===== src/rtl/nsf_pkg.sv =====
// Shared types, codes and decode functions of the NMEA sentence framer.
package nsf_pkg;

  localparam int unsigned MAX_LEN_DEF = 128;
  localparam int unsigned HDR_LEN     = 5;

  typedef logic [7:0] byte_t;
  typedef logic [1:0] status_t;
  typedef logic [2:0] kind_t;

  localparam status_t ST_INCOMPLETE = 2'd0;
  localparam status_t ST_VALID      = 2'd1;
  localparam status_t ST_INVALID    = 2'd2;
  localparam status_t ST_OVERFLOW   = 2'd3;

  localparam kind_t KIND_NONE = 3'd0;
  localparam kind_t KIND_GGA  = 3'd1;
  localparam kind_t KIND_RMC  = 3'd2;
  localparam kind_t KIND_GST  = 3'd3;
  localparam kind_t KIND_GSV  = 3'd4;
  localparam kind_t KIND_GSA  = 3'd5;

  localparam byte_t CH_DOLLAR = 8'h24;
  localparam byte_t CH_STAR   = 8'h2A;
  localparam byte_t CH_CR     = 8'h0D;
  localparam byte_t CH_LF     = 8'h0A;
  localparam byte_t CH_0      = 8'h30;
  localparam byte_t CH_9      = 8'h39;
  localparam byte_t CH_UA     = 8'h41;
  localparam byte_t CH_UF     = 8'h46;
  localparam byte_t CH_LA     = 8'h61;
  localparam byte_t CH_LF_HEX = 8'h66;
  localparam byte_t CH_G      = 8'h47;
  localparam byte_t CH_R      = 8'h52;
  localparam byte_t CH_M      = 8'h4D;
  localparam byte_t CH_C      = 8'h43;
  localparam byte_t CH_S      = 8'h53;
  localparam byte_t CH_T      = 8'h54;
  localparam byte_t CH_V      = 8'h56;
  localparam byte_t CH_A      = 8'h41;

  // Item held in the input register.
  typedef struct packed {
    logic  valid;
    byte_t rx_byte;
  } in_item_t;

  // Hex digit value in [3:0], bit 4 set when the byte is not a hex digit.
  function automatic logic [4:0] hex_digit(input byte_t b);
    logic [4:0] d;
    if (b >= CH_0 && b <= CH_9) begin
      d = {1'b0, 4'(b - CH_0)};
    end else if (b >= CH_UA && b <= CH_UF) begin
      d = {1'b0, 4'(b - CH_UA + 8'd10)};
    end else if (b >= CH_LA && b <= CH_LF_HEX) begin
      d = {1'b0, 4'(b - CH_LA + 8'd10)};
    end else begin
      d = 5'h10;
    end
    return d;
  endfunction

  // Sentence type from talker letter and the three type letters.
  function automatic kind_t decode_kind(input byte_t t0, input byte_t a,
                                        input byte_t b, input byte_t c);
    kind_t k;
    k = KIND_NONE;
    if (t0 == CH_G) begin
      if (a == CH_G && b == CH_G && c == CH_A)      k = KIND_GGA;
      else if (a == CH_R && b == CH_M && c == CH_C) k = KIND_RMC;
      else if (a == CH_G && b == CH_S && c == CH_T) k = KIND_GST;
      else if (a == CH_G && b == CH_S && c == CH_V) k = KIND_GSV;
      else if (a == CH_G && b == CH_S && c == CH_A) k = KIND_GSA;
    end
    return k;
  endfunction

endpackage


===== src/rtl/nsf_if.sv =====
// Valid/ready channel interfaces for received bytes and framer results.
interface nsf_in_if;
  import nsf_pkg::*;
  logic  valid;
  logic  ready;
  byte_t rx_byte;
  modport source (output valid, output rx_byte, input ready);
  modport sink   (input valid, input rx_byte, output ready);
endinterface

interface nsf_out_if;
  import nsf_pkg::*;
  logic    valid;
  logic    ready;
  status_t status;
  kind_t   sentence_kind;
  modport source (output valid, output status, output sentence_kind, input ready);
  modport sink   (input valid, input status, input sentence_kind, output ready);
endinterface


===== src/rtl/nsf_in_stage.sv =====
// Input register: holds one received byte until the parser takes it.
module nsf_in_stage (
  input  logic              clk,
  input  logic              rst_n,
  input  logic              in_valid,
  input  nsf_pkg::byte_t    in_byte,
  output logic              in_ready,
  input  logic              take,
  output nsf_pkg::in_item_t item
);
  import nsf_pkg::*;

  logic  valid_r, valid_nxt;
  byte_t byte_r;

  // free slot or the held item leaves this cycle
  assign in_ready  = !valid_r || take;
  assign valid_nxt = in_ready ? in_valid : valid_r;

  always_ff @(posedge clk) begin
    if (!rst_n) begin
      valid_r <= 1'b0;
    end else begin
      valid_r <= valid_nxt;
    end
  end

  always_ff @(posedge clk) begin
    if (in_ready && in_valid) begin
      byte_r <= in_byte;
    end
  end

  assign item.valid   = valid_r;
  assign item.rx_byte = byte_r;
endmodule


===== src/rtl/nsf_parser.sv =====
// Framing state, running checksum, header capture and result register.
module nsf_parser #(
  parameter int unsigned MAX_LEN = nsf_pkg::MAX_LEN_DEF
) (
  input  logic              clk,
  input  logic              rst_n,
  input  nsf_pkg::in_item_t item,
  output logic              take,
  output logic              out_valid,
  input  logic              out_ready,
  output nsf_pkg::status_t  out_status,
  output nsf_pkg::kind_t    out_kind
);
  import nsf_pkg::*;

  localparam int unsigned CNT_W = $clog2(MAX_LEN);

  localparam logic [2:0] PH_IDLE = 3'd0;
  localparam logic [2:0] PH_DATA = 3'd1;
  localparam logic [2:0] PH_CKH  = 3'd2;
  localparam logic [2:0] PH_CKL  = 3'd3;
  localparam logic [2:0] PH_CR   = 3'd4;
  localparam logic [2:0] PH_LF   = 3'd5;

  logic [2:0]       phase_r, phase_nxt;
  logic [CNT_W-1:0] cnt_r, cnt_nxt;
  byte_t            xor_r, xor_nxt;
  logic [3:0]       hi_r, hi_nxt;
  byte_t            hdr_r [HDR_LEN];
  logic             hdr_we;
  logic             out_valid_r;
  status_t          status_r, status_nxt;
  kind_t            kind_r, kind_nxt;
  logic             step;
  logic [4:0]       dig;
  byte_t            b;

  assign take = !out_valid_r || out_ready;
  assign step = take && item.valid;
  assign b    = item.rx_byte;
  assign dig  = hex_digit(b);

  always_comb begin
    phase_nxt  = phase_r;
    cnt_nxt    = cnt_r;
    xor_nxt    = xor_r;
    hi_nxt     = hi_r;
    hdr_we     = 1'b0;
    status_nxt = ST_INCOMPLETE;
    kind_nxt   = KIND_NONE;
    case (phase_r)
      PH_IDLE: begin
        if (b == CH_DOLLAR) begin
          cnt_nxt   = '0;
          xor_nxt   = '0;
          phase_nxt = PH_DATA;
        end
      end
      PH_DATA: begin
        if (b == CH_STAR) begin
          phase_nxt = PH_CKH;
        end else if (b == CH_CR || b == CH_LF) begin
          phase_nxt  = PH_IDLE;
          status_nxt = ST_INVALID;
        end else if (cnt_r < CNT_W'(MAX_LEN - 1)) begin
          hdr_we  = (cnt_r < CNT_W'(HDR_LEN));
          cnt_nxt = cnt_r + 1'b1;
          xor_nxt = xor_r ^ b;
        end else begin
          phase_nxt  = PH_IDLE;
          status_nxt = ST_OVERFLOW;
        end
      end
      PH_CKH: begin
        if (dig[4]) begin
          phase_nxt  = PH_IDLE;
          status_nxt = ST_INVALID;
        end else begin
          hi_nxt    = dig[3:0];
          phase_nxt = PH_CKL;
        end
      end
      PH_CKL: begin
        if (dig[4]) begin
          phase_nxt  = PH_IDLE;
          status_nxt = ST_INVALID;
        end else begin
          phase_nxt = PH_CR;
          if ({hi_r, dig[3:0]} == xor_r) begin
            status_nxt = ST_VALID;
            // short sentence: header incomplete, no type
            if (cnt_r >= CNT_W'(HDR_LEN)) begin
              kind_nxt = decode_kind(hdr_r[0], hdr_r[2], hdr_r[3], hdr_r[4]);
            end
          end else begin
            status_nxt = ST_INVALID;
          end
        end
      end
      PH_CR: begin
        phase_nxt = (b == CH_CR) ? PH_LF : PH_IDLE;
      end
      default: begin
        phase_nxt = PH_IDLE;
      end
    endcase
  end

  always_ff @(posedge clk) begin
    if (!rst_n) begin
      phase_r     <= PH_IDLE;
      cnt_r       <= '0;
      xor_r       <= '0;
      hi_r        <= '0;
      out_valid_r <= 1'b0;
    end else begin
      if (step) begin
        phase_r <= phase_nxt;
        cnt_r   <= cnt_nxt;
        xor_r   <= xor_nxt;
        hi_r    <= hi_nxt;
      end
      if (take) begin
        out_valid_r <= item.valid;
      end
    end
  end

  always_ff @(posedge clk) begin
    if (step && hdr_we) begin
      hdr_r[cnt_r[2:0]] <= b;
    end
    if (step) begin
      status_r <= status_nxt;
      kind_r   <= kind_nxt;
    end
  end

  assign out_valid  = out_valid_r;
  assign out_status = status_r;
  assign out_kind   = kind_r;
endmodule


===== src/rtl/nmea_sentence_framer_unit.sv =====
// Top level of the NMEA sentence framer.
// Takes one received byte per item and gives one result item per byte:
// status (incomplete, valid, invalid checksum/framing, overflow) and the
// sentence type (GGA, RMC, GST, GSV, GSA with talker G) on a valid sentence.
// A byte goes through an input register and a result register before its
// result is shown. Both stages advance together, and the block takes a
// new byte every cycle while the result side keeps up.
// The rate is set by the single framing-state update between the two
// registers. in_ch.ready depends combinationally on out_ch.ready.
// MAX_LEN bounds the stored data bytes at MAX_LEN - 1; the next data byte
// reports overflow. No reset-time clearing pass is needed.
module nmea_sentence_framer_unit #(
  parameter int unsigned MAX_LEN = nsf_pkg::MAX_LEN_DEF
) (
  input logic    clk,
  input logic    rst_n,
  nsf_in_if.sink   in_ch,
  nsf_out_if.source out_ch
);
  import nsf_pkg::*;

  in_item_t item;
  logic     take;

  // input register
  nsf_in_stage u_in_stage (
    .clk      (clk),
    .rst_n    (rst_n),
    .in_valid (in_ch.valid),
    .in_byte  (in_ch.rx_byte),
    .in_ready (in_ch.ready),
    .take     (take),
    .item     (item)
  );

  // state update and result register
  nsf_parser #(
    .MAX_LEN (MAX_LEN)
  ) u_parser (
    .clk        (clk),
    .rst_n      (rst_n),
    .item       (item),
    .take       (take),
    .out_valid  (out_ch.valid),
    .out_ready  (out_ch.ready),
    .out_status (out_ch.status),
    .out_kind   (out_ch.sentence_kind)
  );
endmodule


===== src/flat_wrapper.sv =====
// flat-port wrapper written by rule: the top's interface ports become plain ports
module nmea_sentence_framer_unit_flat import nsf_pkg::*;
#(
  parameter int unsigned MAX_LEN = nsf_pkg::MAX_LEN_DEF
)
  (clk, rst_n, in_ch_valid, in_ch_rx_byte, in_ch_ready, out_ch_valid, out_ch_status, out_ch_sentence_kind, out_ch_ready);
  nsf_in_if in_ch_i ();
  nsf_out_if out_ch_i ();
  input logic clk;
  input logic rst_n;
  input wire logic [$bits(in_ch_i.valid)-1:0] in_ch_valid;
  input wire logic [$bits(in_ch_i.rx_byte)-1:0] in_ch_rx_byte;
  output wire logic [$bits(in_ch_i.ready)-1:0] in_ch_ready;
  output wire logic [$bits(out_ch_i.valid)-1:0] out_ch_valid;
  output wire logic [$bits(out_ch_i.status)-1:0] out_ch_status;
  output wire logic [$bits(out_ch_i.sentence_kind)-1:0] out_ch_sentence_kind;
  input wire logic [$bits(out_ch_i.ready)-1:0] out_ch_ready;
  assign in_ch_i.valid = in_ch_valid;
  assign in_ch_i.rx_byte = in_ch_rx_byte;
  assign in_ch_ready = in_ch_i.ready;
  assign out_ch_valid = out_ch_i.valid;
  assign out_ch_status = out_ch_i.status;
  assign out_ch_sentence_kind = out_ch_i.sentence_kind;
  assign out_ch_i.ready = out_ch_ready;
  nmea_sentence_framer_unit #(.MAX_LEN(MAX_LEN)) u_core (.clk(clk), .rst_n(rst_n), .in_ch(in_ch_i), .out_ch(out_ch_i));
endmodule

===== config.mk =====
export PLATFORM = sky130hd
export DESIGN_NAME = nmea_sentence_framer_unit_flat
export DESIGN_NICKNAME = d
export VERILOG_FILES = /design/src/rtl/nsf_pkg.sv /design/src/rtl/nsf_if.sv /design/src/rtl/nsf_in_stage.sv /design/src/rtl/nsf_parser.sv /design/src/rtl/nmea_sentence_framer_unit.sv /design/src/flat_wrapper.sv
export SDC_FILE = /design/constraint.sdc
export NUM_CORES = 1
export LEC_CHECK = 0
export BUFFER_PORTS_ARGS = -buffer_cell sky130_fd_sc_hd__buf_2
export CORE_MARGIN = 8
export CORE_UTILIZATION = 50
export DETAILED_ROUTE_END_ITERATION = 8
export PLACE_DENSITY = 0.72
export SYNTH_ARGS = -nofsm -noshare
export SYNTH_HDL_FRONTEND = slang
export SYNTH_SLANG_ARGS = --single-unit

===== constraint.sdc =====
create_clock -name clk -period 4.5 [get_ports clk]
set_input_delay 0.45 -clock clk [delete_from_list [all_inputs] [get_ports clk]]
set_output_delay 0.45 -clock clk [all_outputs]
set_load 0.05 [all_outputs]

==> flow_metrics.env <==
export IMPL_setup_viol_count_final=0
export IMPL_place_gp_congestion=0.805
export IMPL_antenna_found_initial=0
export IMPL_worst_pin_slew_ns=1.17
export IMPL_hold_class="in2reg"
export IMPL_drcViolationCount=0
export IMPL_first_pass_iters=4
export IMPL_cts_reportedPaths_clkPinSlew_ns=0.08
export IMPL_final_util=0.566
export IMPL_io_buffers=18
export IMPL_cts_setup_buffers=0
export IMPL_die_y_um=96.1
export IMPL_crit_path_frequent_cell="nand2b_1"
export IMPL_cp_start_kind="register"
export IMPL_finalHoldViolCount=0
export IMPL_cp_num_buf_inv=1
export IMPL_clk_latency_ns=0.35
export IMPL_cts_resized=0
export IMPL_final_antenna_net_count=0
export IMPL_synth_fp_nets=294
export IMPL_synth_area_leaders="edfxtp_1, dfxtp_1, xor2_1, nor2_1, nand3_1"
export IMPL_critPathCaptureType="register"
export IMPL_tritoncts="built"
export IMPL_diodes=0
export IMPL_finalWirelength_um=6310
export IMPL_die_area_um2=9230
export IMPL_pre_cts_ws_ns=1.52
export IMPL_maxCapViolations=0
export IMPL_fp_row_count=29
export IMPL_area_growth_pct=10.8
export IMPL_dpl_cell_area_um2=3360
export IMPL_worstReg2RegStart="u_core.u_in_stage.byte_r[0]$_DFFE_PP_"
export IMPL_power_density_nw_per_um2=353
export IMPL_critPathLaunch="u_core.u_in_stage.byte_r[0]$_DFFE_PP_"
export IMPL_cts_root_buf="clkbuf_8"
export IMPL_cts_max_level=3
export IMPL_fp_coreArea_um2=6280
export IMPL_synth_top_area_cell="edfxtp_1"
export IMPL_criticalPathCategory="reg2reg"
export IMPL_routedWlPerCell_um=16.7
export IMPL_fin_tns_setup_ns=0
export IMPL_cp_required_ns=4.48
export IMPL_fin_nets=315
export IMPL_power_mw=1.25
export IMPL_drv_slew=0
export IMPL_finalWorstSetupSlack_ns=1.50
export IMPL_postCtsHoldBufs=0
export IMPL_timing_fmax_mhz=334
export IMPL_cp_data_arrival_time_ns=2.97
export IMPL_fin_crit_sh=0.666
export IMPL_syn_instance_count=276
export IMPL_synth_top_cells_by_count="edfxtp_1, nor2_1, dfxtp_1"
export IMPL_skew_ns=0.00997
export IMPL_grt_pass1_vias=2177
export IMPL_cts_sinks=69
export IMPL_cts_buffers=9
export IMPL_cpLargestDelayFamily="simple AND/OR/NAND/NOR gates"
export IMPL_drive_gt1_frac=0.166
export IMPL_ys_seq_area_frac=0.571
export IMPL_rsz0062_at_grt="no"
export IMPL_die_x_um=96.1
export IMPL_slowest_stage="nor3b_1"
export IMPL_period_minus_slack_ns=3.00
export IMPL_synth_edf_count=45
export IMPL_initial_core_util=0.511
export IMPL_final_cells=379
export IMPL_viasPerCell=5.75
export IMPL_dp_hpwl_um=4340
export IMPL_max_stage_delay_ns=0.89
export IMPL_ys_warn_count=0
export IMPL_drt_initial_drc_count=125
export IMPL_dpl_cell_count=363
export IMPL_finalInstanceArea_um2=3550
export IMPL_path_max_fanout=11
export IMPL_synth_top_area_share=0.421
export IMPL_outcome="completed"
export IMPL_holdWs_ns=0.274
export IMPL_synth_cell_type_count=61
export IMPL_grt_usage=0.151
export IMPL_ir_drop_v=0.000238
export IMPL_postSynthAreaPerCell_um2=11.6
export IMPL_postSynth_asyncResetShare=0
export IMPL_grt_max_degree=21
export IMPL_io_pins=19
export IMPL_slew_headroom=0.212
export IMPL_ys_flop_type="edfxtp_1"
export IMPL_synth_most_common_cell="edfxtp_1"
export IMPL_synth_area_um2=3210
export IMPL_grt_first_pass_wirelength_um=10400
export IMPL_clk_path_buf_depth=2
export IMPL_ys_ff_latch=69
export IMPL_min_delay_start="in_ch_rx_byte[6]"
export IMPL_crit_chain="inv_1 -> ha_1 -> nand2b_1 -> a21oi_2 -> nand2b_1 -> nor4_1 -> nor3b_1"
export IMPL_p_leak_nw=1.22
export IMPL_routed_via_count=2179
export IMPL_gr_total_overflow=0
==> final timing paths <==
path / endpoint / slack (ns) / cells after the start
min: u_core.u_in_stage.byte_r[6]$_DFFE_PP_ / 0.27 / 1
max reg2reg: u_core.u_parser.hdr_r[2][6]$_DFFE_PP_ / 1.50 / 7
min reg2reg: u_core.u_parser.hi_r[3]$_SDFFE_PN0P_ / 0.52 / 2
max: u_core.u_parser.hdr_r[2][6]$_DFFE_PP_ / 1.50 / 7
==> per-layer routing <==
metal  part of all wire  wire (um)  vias to the layer above  track usage
li1                   -          -                     1074            -
met1               0.46       2930                     1054        0.181
met2               0.48       3030                       43        0.242
met3              0.038        239                        8       0.0382
met4              0.018        111                        0       0.0819
met5                  0          0                        -            0
==> sequential cells by signal (all words and copies together) (netlist names), 2 cells and up <==
signal and flops:
u_core.u_parser.out_status 2, u_core.u_parser.phase_r 3, u_core.u_parser.out_kind 3, u_core.u_parser.xor_r 8
u_core.u_parser.cnt_r 7, u_core.u_in_stage.byte_r 8, u_core.u_parser.hdr_r 32, u_core.u_parser.hi_r 4
==> power breakdown <==
part,switching (mW),internal [mW],total [mW]
Combinational,0.0359,0.0170,0.0529
Sequential,0.0158,0.681,0.697
Clock,0.246,0.259,0.505
Total,0.298,0.957,1.25
==> placed cells by master, fill, tap and decap left out, types with 3 or more instances in the layout <==
master	synthesis	layout
buf_2	2	18
dfxtp_1	24	24
a211oi_1	5	5
a21oi_1	7	7
and2_1	6	6
nand2b_1	3	3
nor2_1	30	30
nor3_1	5	5
xor2_1	18	18
edfxtp_1	45	45
nand2_1	11	11
o21ai_0	7	7
inv_6	0	3
nand3_1	16	16
mux2i_1	3	3
and3_1	3	3
nor4_1	8	8
nand3b_1	4	4
xnor2_1	3	3
inv_1	7	7
nand4_1	6	6
clkbuf_8	0	9
ha_1	6	6
==> worst reg2reg max path, stage by stage, from the launching register on <==
cell and delay (ns):
edfxtp_1 0.64, inv_1 0.13, ha_1 0.22, nand2b_1 0.13, a21oi_2 0.09, nand2b_1 0.17, nor4_1 0.36, nor3b_1 0.89
==> cell type report <==
cell class,count,area [um^2]
fill,528,2720
sequential,69,1830
multi-input combinational,190,1300
clock buffer,9,124
timing repair buffer,19,97.6
tap,77,96.3
clock inverter,7,72.6
inverter,8,30.0
==> cell families (layout without fill, tap and decap cells) <==
| family | after synthesis | count (layout) | synth area share |
|---|---|---|---|
| AND/OR/NAND/NOR | 116 | 116 | 0.210 |
| adder cells (fa/ha/maj) | 6 | 6 | 0.0234 |
| multiplexers | 4 | 4 | 0.0129 |
| buffers and inverters | 17 | 43 | 0.0230 |
| AO/OA/AOI/OAI | 43 | 43 | 0.103 |
| flip-flops | 69 | 69 | 0.571 |
| XOR/XNOR | 21 | 21 | 0.0574 |
Note: power is estimated with default switching activity, not from simulation.
